$ cat src/rtl/mi3_pkg.sv
`timescale 1ns / 1ps
// ---------------------------------------------------------------------------
// mi3_pkg
// Shared types and constants for the 3x3 matrix inverse pipeline.
// ---------------------------------------------------------------------------
package mi3_pkg;

   localparam int ENTRY_W  = 16;
   localparam int RES_W    = 32;
   localparam int PROD_W   = 2 * ENTRY_W;
   localparam int ADJ_W    = PROD_W + 1;
   localparam int TERM_W   = ENTRY_W + ADJ_W;
   localparam int DET_W    = TERM_W + 2;
   localparam int THR_W    = 48;
   localparam int SHIFT    = 24;
   localparam int NUM_W    = ADJ_W + SHIFT;
   localparam int CMP_W    = DET_W + RES_W;
   localparam int LANES    = 9;
   localparam int DIV_LAT  = RES_W + 2;
   localparam int FRONT_LAT = 5;

   localparam logic [RES_W-1:0] POS_LIMIT = 32'h7FFF_FFFF;
   localparam logic [RES_W-1:0] NEG_LIMIT = 32'h8000_0000;

   typedef struct packed {
      logic signed [ENTRY_W-1:0] a00;
      logic signed [ENTRY_W-1:0] a01;
      logic signed [ENTRY_W-1:0] a02;
      logic signed [ENTRY_W-1:0] a10;
      logic signed [ENTRY_W-1:0] a11;
      logic signed [ENTRY_W-1:0] a12;
      logic signed [ENTRY_W-1:0] a20;
      logic signed [ENTRY_W-1:0] a21;
      logic signed [ENTRY_W-1:0] a22;
   } req_type;

   typedef struct packed {
      logic signed [RES_W-1:0] b00;
      logic signed [RES_W-1:0] b01;
      logic signed [RES_W-1:0] b02;
      logic signed [RES_W-1:0] b10;
      logic signed [RES_W-1:0] b11;
      logic signed [RES_W-1:0] b12;
      logic signed [RES_W-1:0] b20;
      logic signed [RES_W-1:0] b21;
      logic signed [RES_W-1:0] b22;
      logic                    singular;
      logic                    clipped;
   } rsp_type;

   typedef struct packed {
      logic                        valid;
      logic                        singular;
      logic [DET_W-1:0]            dmag;
      logic                        dneg;
      logic [LANES-1:0][ADJ_W-1:0] cmag;
      logic [LANES-1:0]            cneg;
   } cof_type;

endpackage

$ cat src/rtl/mi3_merge.sv
`timescale 1ns / 1ps
// ---------------------------------------------------------------------------
// mi3_merge
// Aligns control with the lanes, merges clip flags and forms the result beat.
// ---------------------------------------------------------------------------
module mi3_merge (
   input  logic                                        clock,
   input  logic                                        reset,
   input  logic                                        in_valid,
   input  logic                                        in_singular,
   input  logic [mi3_pkg::LANES-1:0][mi3_pkg::RES_W-1:0] res,
   input  logic [mi3_pkg::LANES-1:0]                   clip,
   output logic                                        out_valid,
   output mi3_pkg::rsp_type                            out_data
);

   localparam int LAST = mi3_pkg::DIV_LAT - 1;

   logic [mi3_pkg::DIV_LAT-1:0] vld_ff;
   logic [mi3_pkg::DIV_LAT-1:0] sing_ff;
   logic                        valid_ff;
   mi3_pkg::rsp_type            rsp_ff;
   logic [mi3_pkg::LANES-1:0][mi3_pkg::RES_W-1:0] val_w;

   always_ff @(posedge clock) begin
      if (reset) begin
         vld_ff   <= '0;
         valid_ff <= 1'b0;
      end else begin
         vld_ff   <= {vld_ff[LAST-1:0], in_valid};
         valid_ff <= vld_ff[LAST];
      end
   end

   always_comb begin
      for (int k = 0; k < mi3_pkg::LANES; k++) begin
         val_w[k] = sing_ff[LAST] ? '0 : res[k];
      end
   end

   always_ff @(posedge clock) begin
      sing_ff         <= {sing_ff[LAST-1:0], in_singular};
      rsp_ff.b00      <= val_w[0];
      rsp_ff.b01      <= val_w[1];
      rsp_ff.b02      <= val_w[2];
      rsp_ff.b10      <= val_w[3];
      rsp_ff.b11      <= val_w[4];
      rsp_ff.b12      <= val_w[5];
      rsp_ff.b20      <= val_w[6];
      rsp_ff.b21      <= val_w[7];
      rsp_ff.b22      <= val_w[8];
      rsp_ff.singular <= sing_ff[LAST];
      rsp_ff.clipped  <= !sing_ff[LAST] && (|clip);
   end

   assign out_valid = valid_ff;
   assign out_data  = rsp_ff;

   a_sing_noclip: assert property (@(posedge clock) disable iff (reset)
      valid_ff && rsp_ff.singular |-> !rsp_ff.clipped)
      else $error("singular beat with clip set");
   a_sing_zero: assert property (@(posedge clock) disable iff (reset)
      valid_ff && rsp_ff.singular |-> rsp_ff.b00 == 0 && rsp_ff.b11 == 0 && rsp_ff.b22 == 0)
      else $error("singular beat with nonzero entries");
   a_valid_out: assert property (@(posedge clock) disable iff (reset)
      vld_ff[LAST] |=> valid_ff)
      else $error("aligned beat lost at output");

endmodule
$ cat config.mk
export PLATFORM = sky130hd
export DESIGN_NAME = mi3_merge
export DESIGN_NICKNAME = d
export VERILOG_FILES = /design/src/rtl/mi3_pkg.sv /design/src/rtl/mi3_merge.sv
export SDC_FILE = /design/constraint.sdc
export NUM_CORES = 1
export LEC_CHECK = 0
export BUFFER_PORTS_ARGS = -buffer_cell sky130_fd_sc_hd__buf_2
export CORE_AREA = 2 2 230 232
export DETAILED_ROUTE_END_ITERATION = 7
export DIE_AREA = 0 0 232 234
export GPL_TIMING_DRIVEN = 1
export PLACE_DENSITY = 0.45
export SLEW_MARGIN = 25
export SYNTH_ARGS = -nofsm -noshare
export SYNTH_HDL_FRONTEND = slang
export SYNTH_SLANG_ARGS = --single-unit
export TNS_END_PERCENT = 10
$ cat constraint.sdc
create_clock -name clock -period 1.4 [get_ports clock]
set_input_delay 0.28 -clock clock [delete_from_list [all_inputs] [get_ports clock]]
set_output_delay 0.28 -clock clock [all_outputs]
set_load 0.1 [all_outputs]
==> impl_metrics.py, run 1 <==
metrics = {
    "floorplanning": {
        "num_io_pins": 592,
        "floorplan.die_area_um2": 54290,
        "start_util_pct": 18.06,
        "die_w_um": 232,
        "die_h_um": 234,
        "core-area_um2": 52020,
        "rows": 84,
    },
    "grt": {
        "grt_usage_pct": 12.09,
        "grt_pass1_wl_mm": 50.09,
        "antenna_found_initial": 8,
        "grt-ovfl-total": 0,
        "grt_pass1_vias": 9280,
        "grt_max_degree": 69,
    },
    "finish": {
        "finalNetCount": 1926,
        "seq_area_um2": 7559,
        "post-route-util_pct": 42.86,
        "multi_input_area_um2": 2048,
        "stdcell_area_um2": 22300,
        "drive_above_1_share_pct": 57.97,
        "area_growth_pct": 137.4,
        "nFillCells": 4540,
    },
    "clocking": {
        "cts_buffers": 42,
        "cts_buffer_depth": 3,
        "clk_pin_slew_ns": 0.06,
        "cts_tree": "built",
        "htreeDepth": 2,
        "root_buffer": "clkbuf_16",
        "clock_latency_ns": 0.56,
        "post-cts-setup-buffer-count": 0,
        "cts_sinks": 359,
    },
    "logic_synthesis": {
        "netlist_area_um2": 9395,
        "synth_nets": 1022,
        "synth_top_family_by_area": "simple AND/OR/NAND/NOR gates",
        "synthSimpleGateAreaFrac_pct": 21.67,
        "ys_warn_count": 0,
        "synth_mux_area_share_pct": 0,
        "syn_avg_cell_area_um2": 13.03,
        "ys_ff_latch": 359,
        "synth_compound_area_share_pct": 0.06659,
        "ys_seq_area_share_pct": 76.49,
        "post_synth_fa_ha_maj_area_fraction_pct": 0,
        "synth-xor-area-share_pct": 0,
        "synthDistinctLibCells": 9,
        "synth_cells": 721,
    },
    "timing": {
        "worst_slew_pin_slew_ns": 0.3449,
        "clock_skew_ns": 0.009705,
        "holdWs_ns": 0.02948,
        "relSlewSlack_pct": 76.96,
        "setup_viol": 0,
        "period_minus_slack_ns": 1.378,
        "slew_viol_final": 0,
        "max_freq_ghz": 0.7256,
        "hold_viol_final": 0,
        "rsz0062_at_grt": "yes",
        "fin_tns_setup_ns": 0,
        "fin_crit_sh_pct": 98.44,
    },
    "drt": {
        "drtAntennaViolNets": 0,
        "drt_iter0_markers": 135,
        "wire_per_inst_um": 15.49,
        "drc_errors": 0,
        "vias": 8421,
        "dr.pass1.iters": 4,
        "drt_wl_total_mm": 36.32,
        "via_per_inst": 3.591,
    },
    "worst_setup_path": {
        "cp-start-kind": "flip-flop",
        "crit_arrival_ns": 1.10,
        "crit_path_max_incr_delay_ns": 0.37,
        "crit_required_ns": 1.12,
        "crit_fanout": 1,
        "path_cells": "buf_12",
        "r2r-start": "sing_ff[33]",
        "worstSetupPathType": "reg -> out",
        "regToRegSetupSlack_ns": 0.32,
        "r2r_cells": 3,
        "path_buf_inv": 1,
        "slowest_stage": "dfxtp_4",
        "r2r-end": "out_data[156]",
        "cp_top_family": "flip-flops",
        "crit_path_end_kind": "output pin",
    },
    "hold_path": {
        "min-delay-start": "res[248]",
        "hold_depth": 2,
        "hold_path.class": "in -> reg",
        "hold_path_end": "out_data[58]",
    },
    "place": {
        "postPlaceCellArea_um2": 13480,
        "place_congestion": 0.8103,
        "portBuffers": 591,
        "place_hpwl_mm": 20.76,
    },
    "pwr": {
        "p_leak_nw": 9.500,
        "power_mw": 29.03,
        "irDropWorstVdd_uv": 865.8,
        "powerDensity_nw_per_um2": 1302,
    },
    "run_status": {
        "run_status": "finished, final reports clean",
    },
    "run": {
        "maxCapViolCount": 0,
    },
}
-- sequential cells by signal, summed over array words and instances (netlist names) --
signal and count:
sing_ff 34, vld_ff 34, out_valid 1, out_data 290
-- through the flow --
stage	instances	worst slack [ns]
finish	2345	0.02180
global route	2344	-0.03766
CTS	2344	-0.03847
detailed placement	1977	0.3206
global placement	1977	0.3207
floorplan	721	0.2110
-- area by class of cell --
| type | count | share of cell area, % |
|---|---|---|
| Timing Repair Buffer | 895 | 46.79 |
| Sequential cell | 359 | 33.89 |
| Multi-Input combinational cell | 327 | 9.185 |
| Clock buffer | 56 | 5.179 |
| Tap cell | 688 | 3.860 |
| Clock inverter | 19 | 1.077 |
| Antenna cell | 1 | 0.01122 |
-- what timing repair did --
item                                    in CTS  in global routing
pin swaps                                    0                  0
resized for setup                         1138                254
endpoints found under the setup margin     291                183
hold buffers                               292                  0
endpoints found under the hold margin      287                  0
-- where the power goes --
group          total (mW)  switching [mW]  internal (mW)
sequential           11.2           0.393           10.8
clock                11.0            4.46           6.59
combinational        6.77            4.03           2.74
total                29.0            8.88           20.2
-- synth_stat cells (all sizes together) --
library cell | number | area, µm²
dfxtp | 359 | 7187
nor2 | 1 | 3.750
nor3 | 1 | 5.000
nor4 | 1 | 6.260
clkbuf | 11 | 41.29
buf | 24 | 125.1
a31oi | 1 | 6.260
nor2b | 323 | 2021
-- kinds of logic (layout without fill, tap and decap cells) --
logic type             after synthesis  in the layout
other                                0              1
flip-flops                         359            359
buffers and inverters               35            970
AND/OR/NAND/NOR                    326            326
AO/OA/AOI/OAI                        1              1
-- placed cells by master, fill, tap and decap left out --
cell type	n
clkbuf_1	10
clkbuf_8	3
nor4_2	1
dfxtp_1	68
dlygate4sd3_1	292
bufinv_16	4
clkbuf_16	43
clkinv_4	1
a31oi_1	1
buf_2	300
diode_2	1
dfxtp_2	288
dfxtp_4	3
clkinv_2	6
nor3_1	1
buf_8	1
buf_12	298
nor2_1	1
clkinvlp_4	3
clkinv_8	2
nor2b_1	323
inv_6	3
buf_4	4
-- worst max path at each step --
stage / end / from / slack (ns) / cells after the start
finish: out_data[59] / out_data[59] / 0.02 / 1
global route: out_data[0] / out_data[0] / -0.04 / 1
CTS: out_data[59] / out_data[59] / -0.04 / 1
detailed placement: out_data[156] / sing_ff[33] / 0.32 / 3
global placement: out_data[156] / sing_ff[33] / 0.32 / 3
floorplan: out_data[0] / out_data[0] / 0.21 / 0
-- routing by layer --
| metal | track usage, % | vias up | part of all wire, % | wire length [µm] |
|---|---|---|---|---|
| met4 | 6.290 | 14 | 4.4 | 1605 |
| li1 | - | 3983 | - | - |
| met2 | 22.29 | 386 | 54 | 19450 |
| met3 | 4.414 | 105 | 8.1 | 2940 |
| met5 | 0 | - | 0.26 | 95 |
| met1 | 11.82 | 3933 | 34 | 12230 |
No activity file was read; power rests on OpenSTA's default activity.
==> run 2, diff against run 1 <==
- PLACE_DENSITY: 0.45 -> not set
- PLACE_DENSITY_LB_ADDON: not set -> 0.12
==> impl_metrics.py, run 2 (synthesis gave the netlist of run 1 again) <==
metrics = {
    "finish": {
        "post-route-util_pct": 42.99,
        "finalNetCount": 1930,
        "drive_above_1_share_pct": 58.23,
        "final_common_cell": "nor2b_1",
        "diodes": 0,
        "largest_reg_flops": 290,
        "final_cell_mix": "nor2b_1 (323), buf_2 (300), buf_12 (296)",
        "layoutNonFillerInstCount": 2347,
        "area_growth_pct": 138.0,
    },
    "floorplanning": {
        "num_io_pins": 592,
        "start_util_pct": 18.06,
        "rows": 84,
        "floorplan.die_area_um2": 54290,
        "die_w_um": 232,
        "die_h_um": 234,
        "core-area_um2": 52020,
    },
    "worst_setup_path": {
        "r2r-start": "sing_ff[33]",
        "crit_start": "out_data[16]",
        "slowest_stage": "dfxtp_4",
        "crit_path_end_kind": "output pin",
        "cp.depth": 1,
        "path_buf_inv": 1,
        "crit_fanout": 1,
        "crit_path_max_incr_delay_ns": 0.36,
        "cp-start-kind": "flip-flop",
        "crit_required_ns": 1.12,
        "worstSetupPathType": "reg -> out",
        "cp_top_family": "flip-flops",
        "path_cells": "buf_12",
        "regToRegSetupSlack_ns": 0.30,
        "r2r_cells": 3,
        "r2r-end": "out_data[221]",
        "crit_arrival_ns": 1.10,
        "cp-endpoint": "out_data[16]",
    },
    "grt": {
        "grt-ovfl-total": 0,
        "grt_pass1_wl_mm": 49.64,
        "antenna_found_initial": 2,
        "grt_usage_pct": 11.92,
        "grt_pass1_vias": 8954,
        "grt_max_degree": 48,
    },
    "pwr": {
        "p_leak_nw": 9.553,
        "power_mw": 29.46,
        "irDropWorstVdd_uv": 857.0,
        "powerDensity_nw_per_um2": 1317,
    },
    "place": {
        "place_congestion": 0.7490,
        "place_ws_ns": 0.2985,
        "place_hpwl_mm": 22.43,
        "portBuffers": 591,
        "place_inst": 1982,
    },
    "timing": {
        "period_minus_slack_ns": 1.378,
        "worst_slew_pin_slew_ns": 0.3589,
        "hold_viol_final": 0,
        "fin_crit_sh_pct": 98.46,
        "setup_viol": 0,
        "relSlewSlack_pct": 76.07,
        "fin_ws_ns": 0.02153,
        "slew_viol_final": 0,
        "clock_skew_ns": 0.01359,
        "rsz0062_at_grt": "yes",
        "max_freq_ghz": 0.7254,
    },
    "run": {
        "maxCapViolCount": 0,
    },
    "clocking": {
        "post-cts-setup-buffer-count": 0,
        "htreeDepth": 2,
        "cts_buffers": 43,
        "cts_sinks": 359,
        "clk_pin_slew_ns": 0.06,
        "cts_tree": "built",
        "root_buffer": "clkbuf_16",
        "clock_latency_ns": 0.55,
        "cts_buffer_depth": 3,
    },
    "drt": {
        "dr.pass1.iters": 4,
        "drt_iter0_markers": 111,
        "drtAntennaViolNets": 0,
        "via_per_inst": 3.524,
        "drt_wl_total_mm": 34.65,
        "drc_errors": 0,
        "wire_per_inst_um": 14.76,
        "vias": 8272,
    },
    "hold_path": {
        "hold_path.class": "in -> reg",
    },
    "run_status": {
        "run_status": "finished, final reports clean",
    },
}
## run 2: layout make-up
class	instances	area, µm²
tap	688	860.8
multi-input combinational	327	2042
fill	4651	29660
clock inverter	13	209.0
clock buffer	62	1269
timing repair buffer	898	10420
sequential	359	7561
## run 2: power by group
| group | internal [mW] | switching (mW) | total (mW) |
|---|---|---|---|
| clock | 7.20 | 4.33 | 11.5 |
| combinational | 2.74 | 3.99 | 6.73 |
| sequential | 10.8 | 0.382 | 11.2 |
## run 2: per-stage QoR
step	area, µm²	hold WS (ns)	TNS, ns
6_report	22370	0.03041	0
5_1_grt	22370	0.04015	-1.287
4_1_cts	21530	0.009286	-2.048
3_5_place_dp	13450	0.3121	0
3_3_place_gp	13450	0.3109	0
2_1_floorplan	9395	0.3077	0
## run 2: layer usage
metal / GRT usage (%) / part of all wire, % / routed length, µm
met1: 11.48 / 34 / 11850
met2: 22.15 / 53 / 18430
met3: 5.520 / 10 / 3554
met4: 4.327 / 2.3 / 794
met5: 0 / 0.038 / 13
## run 2: how the worst min path moves through the flow
stage,cells after the start,startpoint,endpoint
after global placement,0,sing_ff[18],sing_ff[19]
after global routing,3,clip[6],out_data[0]
final,3,clip[6],out_data[0]
after floorplan,0,in_singular,sing_ff[0]
after detailed placement,0,sing_ff[25],sing_ff[26]
after CTS,3,clip[6],out_data[0]
## run 2: timing repair
| item | 4_1_cts | 5_1_grt |
|---|---|---|
| hold endpoints to repair | 290 | 0 |
| resized for setup | 1152 | 250 |
| pin swaps | 0 | 0 |
| hold buffers | 290 | 0 |
| setup endpoints to repair | 291 | 204 |
==> run 3, diff against run 2 <==
- CAP_MARGIN: not set -> 20
- MAX_ROUTING_LAYER: not set -> met4
==> impl_metrics.py, run 3 (synthesis gave the netlist of run 1 again) <==
metrics = {
    "worst_setup_path": {
        "worstSetupPathType": "reg -> out",
        "crit_fanout": 1,
        "r2r-end": "out_data[221]",
        "crit_path_max_incr_delay_ns": 0.36,
        "crit_required_ns": 1.12,
        "r2r-start": "sing_ff[33]",
        "regToRegSetupSlack_ns": 0.30,
        "slowest_stage": "dfxtp_4",
        "cp_top_family": "flip-flops",
        "path_cells": "buf_12",
        "r2r_cells": 3,
        "cp-start-kind": "flip-flop",
        "crit_path_end_kind": "output pin",
        "crit_arrival_ns": 1.10,
        "path_buf_inv": 1,
    },
    "grt": {
        "grt-ovfl-total": 0,
        "grt_max_degree": 48,
        "grt_usage_pct": 12.28,
        "antenna_found_initial": 2,
        "grt_pass1_wl_mm": 49.46,
        "grt_pass1_vias": 8995,
    },
    "place": {
        "place_congestion": 0.7586,
        "place_hpwl_mm": 22.43,
        "portBuffers": 591,
    },
    "clocking": {
        "cts_buffers": 43,
        "clk_pin_slew_ns": 0.06,
        "cts_sinks": 359,
        "htreeDepth": 2,
        "cts_tree": "built",
        "cts_buffer_depth": 3,
        "clock_latency_ns": 0.55,
        "post-cts-setup-buffer-count": 0,
        "root_buffer": "clkbuf_16",
    },
    "hold_path": {
        "min-delay-start": "clip[6]",
        "hold_path_end": "out_data[0]",
        "hold_path.class": "in -> reg",
        "hold_depth": 3,
    },
    "finish": {
        "multi_input_area_um2": 2042,
        "nFillCells": 4650,
        "final_common_cell": "nor2b_1",
        "post-route-util_pct": 42.99,
        "finalNetCount": 1930,
        "largest_reg_flops": 290,
        "final_cell_mix": "nor2b_1 (323), buf_2 (300), buf_12 (296)",
        "seq_area_um2": 7561,
        "area_growth_pct": 138.1,
        "drive_above_1_share_pct": 58.23,
    },
    "pwr": {
        "clkPwrFrac_pct": 39.1,
        "p_seq_share_pct": 38.0,
        "combPwrFrac_pct": 22.8,
        "p_leak_nw": 9.553,
        "p_switching_mw": 8.707,
        "p_sw_share_pct": 29.55,
        "p_int_mw": 20.76,
        "powerDensity_nw_per_um2": 1317,
        "irDropWorstVdd_uv": 865.1,
    },
    "run_status": {
        "run_status": "finished, final reports clean",
    },
    "floorplanning": {
        "die_h_um": 234,
        "core-area_um2": 52020,
        "start_util_pct": 18.06,
        "num_io_pins": 592,
        "rows": 84,
        "floorplan.die_area_um2": 54290,
        "die_w_um": 232,
    },
    "drt": {
        "via_per_inst": 3.521,
        "drt_iter0_markers": 119,
        "drc_errors": 0,
        "wire_per_inst_um": 14.78,
        "dr.pass1.iters": 4,
        "drtAntennaViolNets": 0,
        "drt_wl_total_mm": 34.69,
        "vias": 8267,
    },
    "timing": {
        "hold_viol_final": 0,
        "relSlewSlack_pct": 76.08,
        "setup_viol": 0,
        "fin_tns_setup_ns": 0,
        "slew_viol_final": 0,
        "period_minus_slack_ns": 1.379,
        "worst_slew_pin_slew_ns": 0.3589,
        "clock_skew_ns": 0.01420,
        "rsz0062_at_grt": "yes",
        "fin_crit_sh_pct": 98.49,
        "max_freq_ghz": 0.7252,
    },
    "run": {
        "maxCapViolCount": 0,
    },
}
## run 3: changes by cell type in the layout (fill, tap and decap cells not counted)
cell / delta
diode_2: +1
## run 3: per-layer routing
layer  vias to the layer above  wire length, µm  global-route usage, %
li1                       3995                -                      -
met1                      3840            12060                  11.74
met2                       376            18470                  22.18
met3                        56             3342                  5.058
met4                         0              816                  4.327
met5                         -                0                      -
## run 3: worst max path at each step
stage | from | endpoint | slack [ns] | cells after the start
finish | out_data[16] | out_data[16] | 0.02 | 1
global route | out_data[16] | out_data[16] | -0.04 | 1
CTS | out_data[16] | out_data[16] | -0.05 | 1
detailed placement | sing_ff[33] | out_data[243] | 0.30 | 3
global placement | sing_ff[33] | out_data[169] | 0.31 | 3
floorplan | out_data[0] | out_data[0] | 0.21 | 0
## run 3: layout make-up
| class | count | area share (%) |
|---|---|---|
| clock inverters | 13 | 0.9342 |
| multi-input cells | 327 | 9.129 |
| diodes | 1 | 0.01119 |
| well taps | 688 | 3.849 |
| clock buffers | 62 | 5.672 |
| repair buffers | 898 | 46.60 |
| flip-flops and latches | 359 | 33.80 |
## run 3: power groups by stage
stage               logic (mW)  clock network [mW]  registers (mW)
finish                    6.73                11.5            11.2
global route              6.95                12.4            11.2
CTS                       6.50                12.0            11.1
detailed placement        4.76                   0            11.1
global placement          4.76                   0            11.1
floorplan                0.401                   0            14.3
## run 3: timing repair
| item | in CTS | in global routing |
|---|---|---|
| hold endpoints to repair | 290 | 0 |
| setup endpoints to repair | 291 | 203 |
| hold buffers | 290 | 0 |
| gates resized for setup | 1152 | 250 |
## run 3: through the flow
step / setup slack, ns / total power [mW] / instance area, µm² / hold slack [ns] / std cells
after global routing: -0.04319 / 30.60 / 22370 / 0.04014 / 2348
final: 0.02108 / 29.47 / 22370 / 0.03003 / 2348
after floorplan: 0.2110 / 14.71 / 9395 / 0.3077 / 721
after detailed placement: 0.2985 / 15.82 / 13450 / 0.3121 / 1982
after global placement: 0.3053 / 15.82 / 13450 / 0.3109 / 1982
after CTS: -0.05242 / 29.59 / 21530 / 0.009286 / 2347
## run 3: worst register-to-register path: cells and delay by family (launching register included)
family | cells | cell delay (ns)
buf+inv | 2 | 0.49
flops | 1 | 0.37
simple gates | 1 | 0.12
